**config.mk**
```make
export PLATFORM = sky130hd
export DESIGN_NAME = text_packet_crc_sequence_checker_core
export DESIGN_NICKNAME = d
export VERILOG_FILES = /design/src/design/tpcsc_pkg.sv /design/src/design/text_packet_crc_sequence_checker_core.sv
export SDC_FILE = /design/constraint.sdc
export NUM_CORES = 1
export LEC_CHECK = 0
export BUFFER_PORTS_ARGS = -buffer_cell sky130_fd_sc_hd__buf_2
export CORE_MARGIN = 3
export CORE_UTILIZATION = 55
export DETAILED_ROUTE_END_ITERATION = 8
export HOLD_SLACK_MARGIN = 0.08
export PLACE_DENSITY_LB_ADDON = 0.05
export SETUP_SLACK_MARGIN = 0.02
export SLEW_MARGIN = 40
export SYNTH_ARGS = -nofsm -noshare
export SYNTH_HDL_FRONTEND = slang
export SYNTH_SLANG_ARGS = --single-unit
export TNS_END_PERCENT = 5
```
**constraint.sdc**
```tcl
create_clock -name clk -period 7 [get_ports clk]
set_input_delay 1.4 -clock clk [delete_from_list [all_inputs] [get_ports clk]]
set_output_delay 1.4 -clock clk [all_outputs]
set_load 0.005 [all_outputs]
```
**src/design/tpcsc_pkg.sv**
```systemverilog
`timescale 1ns / 1ps
// ----------------------------------------------------------------------------
// tpcsc_pkg
// Shared types, constants and the CRC-16 byte update for the text packet
// CRC and sequence checker.
// ----------------------------------------------------------------------------
package tpcsc_pkg;

    localparam int SEQ_WIDTH = 16;

    localparam logic [15:0] CRC_POLY   = 16'h8005;
    localparam logic [16:0] CRC_POISON = 17'h1FFFF;
    localparam logic [16:0] CRC_SAT    = 17'h10000;

    localparam logic [7:0] CHAR_NUL   = 8'h00;
    localparam logic [7:0] CHAR_LF    = 8'h0A;
    localparam logic [7:0] CHAR_CR    = 8'h0D;
    localparam logic [7:0] CHAR_SPACE = 8'h20;
    localparam logic [7:0] CHAR_ZERO  = 8'h30;
    localparam logic [7:0] CHAR_NINE  = 8'h39;

    localparam int IN_TDATA_W  = 8;
    localparam int OUT_TDATA_W = 56;

    // Word counter values.
    localparam logic [1:0] WORD_CRC = 2'd1;
    localparam logic [1:0] WORD_TAG = 2'd2;
    localparam logic [1:0] WORD_SEQ = 2'd3;

    typedef struct packed {
        logic [15:0] next_expected;
        logic [15:0] received_seq;
        logic [15:0] computed_crc;
        logic        seq_ok;
        logic        crc_ok;
        logic        accepted;
    } res_t;

    // Per-line parser state.
    typedef struct packed {
        logic [15:0]          crc;
        logic [1:0]           word_count;
        logic                 inside_word;
        logic                 past_third;
        logic [16:0]          crc_field;
        logic                 crc_field_valid;
        logic [SEQ_WIDTH-1:0] seq_field;
        logic                 seq_valid;
        logic                 seq_overflow;
        logic                 line_ended;
    } line_t;

    // CRC-16, MSB first, no reflection, one byte.
    function automatic logic [15:0] crc_feed(input logic [15:0] crc, input logic [7:0] b);
        logic [15:0] r;
        r = crc ^ {b, 8'h00};
        for (int i = 0; i < 8; i++)
        begin
            r = r[15] ? ({r[14:0], 1'b0} ^ CRC_POLY) : {r[14:0], 1'b0};
        end
        return r;
    endfunction

endpackage

```
**src/design/text_packet_crc_sequence_checker_core.sv**
```systemverilog
`timescale 1ns / 1ps
// ----------------------------------------------------------------------------
// text_packet_crc_sequence_checker_core
// Parses a received text line byte by byte, runs a CRC-16 over words two
// onward and checks the CRC word and the sequence number at the last byte.
// ----------------------------------------------------------------------------
// Channel   Direction  tdata                              tuser/tlast
// s_axis    in         [7:0] data_byte                    tlast: last_byte
// m_axis    out        [0] accepted [1] crc_ok [2] seq_ok  none
//                      [18:3] computed_crc [34:19] received_seq
//                      [50:35] next_expected, rest zero
//
// One byte per cycle while s_tready is high. A byte is held in an input register,
// then the parser and CRC update write the line state and, on the last byte, a
// result into a three-entry output queue. s_tready drops only when queued
// results plus the byte in flight fill the queue. Reset clears the line state,
// the expected sequence number and the queue.
// ----------------------------------------------------------------------------
module text_packet_crc_sequence_checker_core
    import tpcsc_pkg::*;
(
    input  logic                   clk,
    input  logic                   rst_n,
    input  logic                   s_tvalid,
    output logic                   s_tready,
    input  logic [IN_TDATA_W-1:0]  s_tdata,   // [7:0] data_byte
    input  logic                   s_tlast,   // last_byte
    output logic                   m_tvalid,
    input  logic                   m_tready,
    output logic [OUT_TDATA_W-1:0] m_tdata    // accepted, crc_ok, seq_ok, computed_crc,
                                              // received_seq, next_expected, zero fill
);

    localparam logic [1:0] QUEUE_DEPTH = 2'd3;

    logic                 in_valid_reg;
    logic [7:0]           in_byte_reg;
    logic                 in_last_reg;

    line_t                line_reg, line_next;
    logic [SEQ_WIDTH-1:0] expected_reg, expected_next;

    res_t                 queue_reg [3];
    logic [1:0]           wr_ptr_reg, rd_ptr_reg, count_reg;
    res_t                 result;
    logic                 push, pop;

    logic [2:0]           occupancy;
    assign occupancy = {1'b0, count_reg} + {2'b00, in_valid_reg};
    assign s_tready  = occupancy < {1'b0, QUEUE_DEPTH};

    always_ff @(posedge clk or negedge rst_n)
    begin
        if (!rst_n)
        begin
            in_valid_reg <= 1'b0;
        end
        else
        begin
            in_valid_reg <= s_tvalid && s_tready;
        end
    end

    always_ff @(posedge clk)
    begin
        if (s_tvalid && s_tready)
        begin
            in_byte_reg <= s_tdata[7:0];
            in_last_reg <= s_tlast;
        end
    end

    // Parser and checker.
    always_comb
    begin
        line_t                ln;
        logic                 digit;
        logic [3:0]           d;
        logic [20:0]          crc_prod;
        logic [SEQ_WIDTH+3:0] seq_prod;
        logic                 crc_ok, seq_ok, acc;
        logic [31:0]          seq_ext, exp_ext;

        ln       = line_reg;
        digit    = (in_byte_reg >= CHAR_ZERO) && (in_byte_reg <= CHAR_NINE);
        d        = digit ? 4'(in_byte_reg - CHAR_ZERO) : 4'd0;
        crc_prod = ({4'd0, ln.crc_field} << 3) + ({4'd0, ln.crc_field} << 1) + 21'(d);
        seq_prod = ({4'd0, ln.seq_field} << 3) + ({4'd0, ln.seq_field} << 1)
                   + (SEQ_WIDTH+4)'(d);

        if (!ln.line_ended)
        begin
            if (in_byte_reg == CHAR_LF || in_byte_reg == CHAR_CR || in_byte_reg == CHAR_NUL)
            begin
                ln.line_ended  = 1'b1;
                ln.inside_word = 1'b0;
            end
            else if (in_byte_reg == CHAR_SPACE)
            begin
                ln.inside_word = 1'b0;
            end
            else
            begin
                if (!ln.inside_word)
                begin
                    ln.inside_word = 1'b1;
                    // Words after the first are joined by one space in the CRC.
                    if (ln.word_count >= WORD_TAG)
                    begin
                        ln.crc = crc_feed(ln.crc, CHAR_SPACE);
                    end
                    if (ln.word_count == WORD_SEQ)
                    begin
                        ln.past_third = 1'b1;
                    end
                    else
                    begin
                        ln.word_count = ln.word_count + 2'd1;
                    end
                end
                if (ln.word_count >= WORD_TAG)
                begin
                    ln.crc = crc_feed(ln.crc, in_byte_reg);
                end

                if (ln.word_count == WORD_CRC)
                begin
                    if (digit)
                    begin
                        ln.crc_field_valid = 1'b1;
                        if (!ln.crc_field[16])
                        begin
                            ln.crc_field = (|crc_prod[20:16]) ? CRC_SAT : crc_prod[16:0];
                        end
                    end
                    else
                    begin
                        ln.crc_field = CRC_POISON;
                    end
                end
                else if (ln.word_count == WORD_SEQ && !ln.past_third)
                begin
                    if (digit)
                    begin
                        ln.seq_valid = 1'b1;
                        if (!ln.seq_overflow)
                        begin
                            if (|seq_prod[SEQ_WIDTH+3:SEQ_WIDTH])
                            begin
                                ln.seq_overflow = 1'b1;
                            end
                            else
                            begin
                                ln.seq_field = seq_prod[SEQ_WIDTH-1:0];
                            end
                        end
                    end
                    else
                    begin
                        ln.seq_overflow = 1'b1;
                    end
                end
            end
        end

        crc_ok  = ln.crc_field_valid && !ln.crc_field[16] && (ln.crc_field[15:0] == ln.crc);
        seq_ok  = ln.seq_valid && !ln.seq_overflow && (ln.seq_field == expected_reg);
        acc     = crc_ok && seq_ok;
        seq_ext = 32'(ln.seq_field);

        expected_next = expected_reg;
        if (in_valid_reg && in_last_reg && acc)
        begin
            expected_next = expected_reg + SEQ_WIDTH'(1);
        end
        exp_ext = 32'(expected_next);

        result.accepted      = acc;
        result.crc_ok        = crc_ok;
        result.seq_ok        = seq_ok;
        result.computed_crc  = ln.crc;
        if (!ln.seq_valid)
        begin
            result.received_seq = 16'd0;
        end
        else if (ln.seq_overflow || (|seq_ext[31:16]))
        begin
            result.received_seq = 16'hFFFF;
        end
        else
        begin
            result.received_seq = seq_ext[15:0];
        end
        result.next_expected = exp_ext[15:0];

        line_next = line_reg;
        if (in_valid_reg)
        begin
            line_next = in_last_reg ? '0 : ln;
        end
    end

    always_ff @(posedge clk or negedge rst_n)
    begin
        if (!rst_n)
        begin
            line_reg     <= '0;
            expected_reg <= '0;
        end
        else
        begin
            line_reg     <= line_next;
            expected_reg <= expected_next;
        end
    end

    // Output queue.
    assign push     = in_valid_reg && in_last_reg;
    assign m_tvalid = count_reg != 2'd0;
    assign pop      = m_tvalid && m_tready;

    always_ff @(posedge clk or negedge rst_n)
    begin
        if (!rst_n)
        begin
            wr_ptr_reg <= 2'd0;
            rd_ptr_reg <= 2'd0;
            count_reg  <= 2'd0;
        end
        else
        begin
            if (push)
            begin
                wr_ptr_reg <= (wr_ptr_reg == QUEUE_DEPTH - 2'd1) ? 2'd0 : wr_ptr_reg + 2'd1;
            end
            if (pop)
            begin
                rd_ptr_reg <= (rd_ptr_reg == QUEUE_DEPTH - 2'd1) ? 2'd0 : rd_ptr_reg + 2'd1;
            end
            count_reg <= count_reg + {1'b0, push} - {1'b0, pop};
        end
    end

    always_ff @(posedge clk)
    begin
        if (push)
        begin
            queue_reg[wr_ptr_reg] <= result;
        end
    end

    assign m_tdata = {5'd0, queue_reg[rd_ptr_reg]};

endmodule

```
# After elaboration in Yosys (flattened, before gate mapping)
# Memories as Yosys holds them, arrays and structs flattened.
# Cells that the tools add are included.
totals:
  regBits: 89
  latch_bits: 0
  mem_bits_rw: 153
  romBits: 0
  input_bits: 13
  out_inout_bits: 58
  memories: 1
mem_list:
  columns: ["name", "words", "width", "read_ports", "rd_ports_with_merged_regs", "write_ports", "line", "source"]
  rows:
  - ["queue_reg", 3, 51, 1, 0, 1, "text_packet_crc_sequence_checker_core.sv:43", "res_t queue_reg [3];"]
op_classes:
  n_addsub: 12
  multipliers: 0
  div: 0
  magnitude_cmp: 5
  n_eq_ne: 13
  n_shift: 0
  n_mux: 54
  n_bitwise: 18
  n_reduce_logical: 22
ops:
  columns: ["operator", "n"]
  rows:
  - ["16-bit two-way mux", 23]
  - ["57-bit two-way mux", 2]
  - ["18-bit two-way mux", 5]
  - ["20-bit two-way mux", 4]
  - ["37-bit two-way mux", 2]
  - ["17-bit two-way mux", 4]
  - ["3-bit inverter", 16]
  - ["16-bit == test", 2]
  - ["20-bit by 18-bit adder with 21-bit output", 1]
  - ["21-bit by 4-bit adder with 21-bit output", 1]
  - ["19-bit by 17-bit adder with 20-bit output", 1]
  - ["20-bit by 4-bit adder with 20-bit output", 1]
  - ["16-bit by 1-bit adder with 16-bit output, second input constant", 1]
  - ["8-bit by 4-bit == test with 1-bit output, second input constant", 2]
  - ["16-bit bitwise XOR", 1]
  - ["1-bit logical AND", 11]
  - ["1-bit two-way mux", 10]
  - ["2-bit == test, second input constant", 4]
  - ["8-bit by 6-bit == test with 1-bit output, second input constant", 1]
  - ["8-bit by 6-bit greater-or-equal comparator with 1-bit output, second input constant", 1]
  - ["8-bit by 6-bit less-or-equal comparator with 1-bit output, second input constant", 1]
  - ["8-bit logical NOT", 1]
  - ["2-bit by 1-bit adder with 2-bit output, second input constant", 3]
  - ["2-bit two-way mux", 3]
  - ["17 further kinds", 23]

# Depth between registers and ports, before layout
depth:
  depth_word: 48
  ltp_mapped: 24
  mapped_depth_nobuf: 19

# Worst setup path after synthesis
# No wires, ideal clock.
synth_timing:
  kind: "register -> register"
  startpoint: "register in_byte_reg[1]"
  endpoint: "memory queue_reg[0][45] (netlist name), data pin"
  setup_time_ns: 0.274
  arrival_time_ns: 5.258
  t_required_ns: 6.726
  path_slack_ns: 1.468
  path_stages_with_launch: 23
  path_buffers: 3
  cell_sequence: "edfxtp_1 o21ai_0 and4_1 clkbuf_1 and2_1 ha_1 ha_1 fa_1 a21oi_1 nor2_1 o211ai_1 a31oi_1 mux2i_1 and3_1 clkbuf_1 or4_1 a32o_1 nor4_1 nand4_1 nor4b_4 buf_6 nand3_2 xnor2_1"
synth_via:
  elab_chain_cells: 19
  elab_cells_between_ends: 55
  cone_classes: "add/sub: 3; order compare: 2; eq/ne: 5; mux: 29; bitwise: 2; reduce/logical: 14"
synth_lines:
  columns: ["item", "line", "source"]
  rows:
  - ["start, declared", "text_packet_crc_sequence_checker_core.sv:37", "logic [7:0] in_byte_reg;"]
  - ["start signal, assigned", "text_packet_crc_sequence_checker_core.sv:68", "in_byte_reg <= s_tdata[7:0];"]
  - ["8-bit by 6-bit greater-or-equal comparator with 1-bit output, or another cell as far along", "text_packet_crc_sequence_checker_core.sv:85", "digit = (in_byte_reg >= CHAR_ZERO) && (in_byte_reg <= CHAR_NINE);"]
  - ["1-bit logical AND or 16-bit two-way mux (tied branches)", "text_packet_crc_sequence_checker_core.sv:85, tpcsc_pkg.sv:59", null]
  - ["4-bit two-way mux or 16-bit two-way mux (tied branches)", "text_packet_crc_sequence_checker_core.sv:86, tpcsc_pkg.sv:59", null]
  - ["20-bit by 4-bit adder with 20-bit output or 16-bit two-way mux (tied branches)", "text_packet_crc_sequence_checker_core.sv:89, tpcsc_pkg.sv:59", null]
  - ["4-bit OR reduction or 16-bit two-way mux (tied branches)", "text_packet_crc_sequence_checker_core.sv:148, tpcsc_pkg.sv:59", null]
  - ["1-bit two-way mux or 16-bit two-way mux (tied branches)", "text_packet_crc_sequence_checker_core.sv:148, tpcsc_pkg.sv:59", null]
  - ["1-bit two-way mux or 3-bit inverter (tied branches)", null, null]
  - ["1-bit two-way mux or 16-bit two-way mux (tied branches)", "text_packet_crc_sequence_checker_core.sv:143, tpcsc_pkg.sv:59", null]
  - ["(+2 left out)", null, null]
  - ["37-bit two-way mux or 16-bit two-way mux (tied branches)", "text_packet_crc_sequence_checker_core.sv:98, text_packet_crc_sequence_checker_core.sv:121", null]
  - ["37-bit two-way mux or 18-bit two-way mux (tied branches)", "text_packet_crc_sequence_checker_core.sv:93, text_packet_crc_sequence_checker_core.sv:98", null]
  - ["57-bit two-way mux (*)", "text_packet_crc_sequence_checker_core.sv:91", "if (!ln.line_ended)"]
  - ["branches (longest 3 deep; another with 16-bit == test)", null, null]
  - ["1-bit logical AND (*)", "text_packet_crc_sequence_checker_core.sv:168", "acc = crc_ok && seq_ok;"]
  - ["1-bit logical AND (*)", "text_packet_crc_sequence_checker_core.sv:172", "if (in_valid_reg && in_last_reg && acc)"]
  - ["16-bit two-way mux (*)", "text_packet_crc_sequence_checker_core.sv:172", null]
  - ["named net expected_next[10]", "text_packet_crc_sequence_checker_core.sv:41", "logic [SEQ_WIDTH-1:0] expected_reg, expected_next;"]
  - ["end, declared", "text_packet_crc_sequence_checker_core.sv:43", null]
# Mark *: on every way through the listed nets, which the timed path passes. The select of a mux whose other input is x is not followed.

# Final worst setup path
layout_timing:
  startpoint: "register in_byte_reg[1]"
  endpoint: "memory queue_reg[1][46] (netlist name), data pin"
# Same word-level chain as after synthesis.

==> out/results.ini <==
[worst_hold_path]
hold_class=reg2reg

[cts]
cts.sinks=242
root_buffer=clkbuf_16
cts_buffers=26
post_cts_buffers=0
cts_tree=built
clock_latency_ns=0.54
clockBufferDepth=3
clkSlewWorstSetupHoldPaths_ns=0.07
htree_levels=1

[synthesis]
synth_area_mm2=0.0136
ys_ff_latch=242
ys.flop_type=edfxtp_1
yosys.area.top_type=edfxtp_1
synth_edf_count=162
yosysTopAreaCellShare_pct=35.9
syn_area_per_cell_um2=10.6
synth_warnings=0
synth.most_common_cell=edfxtp_1
async_flop_share_pct=33.1
synth.distinct_cells=77
synthTopCellsByCount=edfxtp_1, nand2_1, o21ai_0, nor2_1, inv_1
yosys-top-cells-area=edfxtp_1, dfrtp_1, ha_1
syn_inst=1283
yosysSeqAreaShare_pct=50.6

[power_and_ir_drop]
powerDensity_mw_per_mm2=492
p_sw_share_pct=43.1
p_int_mw=4.21
p_sw_mw=3.19
ir_worst_vdd_v=0.000336
power_frac_seq_pct=30.8
leakage_nw=6.21
power_frac_comb_pct=51.4
p_clk_share_pct=17.8

[die]
die_h_um=163
io_pins=71
die_area_mm2=0.0266
die_width_um=163
core_mm2=0.0238
num_rows=56
start_util_pct=56.9

[setup_path]
path_max_fanout=18
worstReg2RegEnd=queue_reg[1][46]
r2r_slack_ns=0.62
crit_start=in_byte_reg[1]
regToRegStartpoint=in_byte_reg[1]
critPathLaunchType=flop
worst-r2r-cell-count=20
endpoint_kind=flop
critPathRequiredTime_ns=7.32
endpoint=queue_reg[1][46]
path_class=reg2reg
critPathArrivalTime_ns=6.70

[cells_and_area]
nets=1420
diodes=0
syn_to_final_growth_pct=11.0
fin_util_pct=63.2
drive_above_1_share_pct=11.2
largest_reg_flops=153

[detailed_routing]
wirelength_um=33400
met2_length_um=14100
drc=0
antenna_left=0
vias=9963
viasPerCell=5.96
drt_iter0_markers=1070
routed.top_layer=met4
wl_met3_um=2720
wl_met1_um=16200
wl_per_cell_um=20.0
first_pass_iters=6

[global_route]
grt_max_degree=66
overflow=0
grt_pass1_wl_um=52500
antenna_found_initial=0
gr-usage-all-layers_pct=25.2
grt_pass1_vias=9128

[place]
portBuffers=65
gp_congestion=0.939
dp_hpwl_um=23500

[sta]
clock_skew_ns=0.0198
tightest_slew_ns=0.811
timing.final.crit_period_ns=6.38
maxSlewHeadroom_pct=45.3
finalHoldViolations=0
setup_violations=0
drv_slew=0
fin_tns_setup_ns=0
max_freq_mhz=157
final.period_utilization_pct=91.1
rsz0062_at_grt=no

[flow_run]
drv_cap=0

[status]
status=complete, no violations

## per-stage QoR
| step | hold WS (ns) | cells | setup slack [ns] | power, mW | area (um^2) |
|---|---|---|---|---|---|
| floorplan | 0.462 | 1287 | 1.47 | 4.91 | 13600 |
| global placement | 0.479 | 1624 | 0.909 | 6.02 | 14200 |
| detailed placement | 0.489 | 1624 | 0.637 | 6.03 | 14200 |
| CTS | 0.511 | 1672 | 0.570 | 7.37 | 15000 |
| global route | 0.546 | 1673 | 0.0560 | 7.93 | 15100 |
| finish | 0.507 | 1673 | 0.623 | 7.40 | 15100 |
## what timing repair did
| action | 4_1_cts | 5_1_grt |
|---|---|---|
| setup endpoints to repair | 0 | 15 |
| hold buffers | 0 | 0 |
| resized for setup | 0 | 1 |
| hold endpoints to repair | 0 | 0 |
## critical path, stage by stage, from the launching register on
cell,delay (ns)
edfxtp_1,0.50
o21ai_0,0.28
and4_2,0.42
and2_1,0.21
ha_1,0.25
ha_1,0.24
fa_1,0.41
a21oi_1,0.21
nor2_1,0.10
o211ai_1,0.22
a31oi_1,0.14
mux2i_1,0.20
and3_1,0.45
or4_1,0.59
a32o_1,0.22
nor4_1,0.37
nand4_1,0.27
nor4b_4,0.30
buf_4,0.28
nand4_1,0.14
xnor2_1,0.33
## worst min-delay path by stage
stage / depth (start not counted) / endpoint / from / slack, ns
4_1_cts: 2 / line_reg[37] / line_reg[37] / 0.51
3_5_place_dp: 1 / count_reg[1] / count_reg[1] / 0.49
2_1_floorplan: 2 / line_reg[19] / line_reg[19] / 0.46
5_1_grt: 2 / line_reg[19] / line_reg[19] / 0.55
3_3_place_gp: 1 / count_reg[1] / count_reg[1] / 0.48
6_report: 2 / line_reg[19] / line_reg[19] / 0.51
## layout make-up
class	instances	area, um^2
sequential	242	6870
fill	1974	8770
tap	319	399
multi-input combinational	900	6190
inverter	82	308
clock inverter	15	129
clock buffer	33	697
timing repair buffer	82	463
## layout by cell type (no fill, tap or decap), types with 4 or more instances in the layout
cell / count
o22ai_1: 55
or3_1: 9
and2_1: 18
or2_2: 4
nand2_1: 100
nand4_1: 12
xor2_1: 22
a31oi_1: 7
a21o_1: 12
clkbuf_1: 5
and3_1: 13
o211ai_1: 5
nor3_1: 21
mux2i_1: 63
nor2b_1: 5
a21oi_1: 81
nand3_1: 11
a221oi_1: 6
o21a_1: 16
clkinv_2: 5
ha_1: 71
dfrtp_1: 77
buf_2: 64
and2_0: 8
nor2_1: 95
o21ai_0: 98
buf_4: 16
edfxtp_1: 162
nand2b_1: 9
inv_1: 82
xnor3_1: 6
clkbuf_16: 26
a211oi_1: 10
xnor2_1: 55
o32ai_1: 5
nor4_1: 5
conb_1: 5
## cells by family after synthesis
| logic type | count (synthesis) | synth area share [%] |
|---|---|---|
| AO/OA/AOI/OAI | 339 | 15.4 |
| AND/OR/NAND/NOR | 333 | 11.8 |
| flip-flops | 242 | 50.6 |
| buffers and inverters | 145 | 4.29 |
| XOR/XNOR | 84 | 6.15 |
| adder cells (fa/ha/maj) | 73 | 6.85 |
| multiplexers | 66 | 4.90 |
| other | 1 | 0.0276 |
## power by group through the flow
stage	Sequential [mW]	Clock (mW)	Combinational, mW
floorplan	2.13	0	2.79
global placement	2.29	0	3.73
detailed placement	2.30	0	3.73
CTS	2.27	1.34	3.75
global route	2.32	1.39	4.21
finish	2.28	1.32	3.81
## per-layer routing
layer	GRT usage [%]	vias to the layer above
li1	-	4790
met1	40.7	4802
met2	36.3	332
met3	4.57	39
met4	3.54	0
met5	0	-
(Power assumes the default switching activity.)
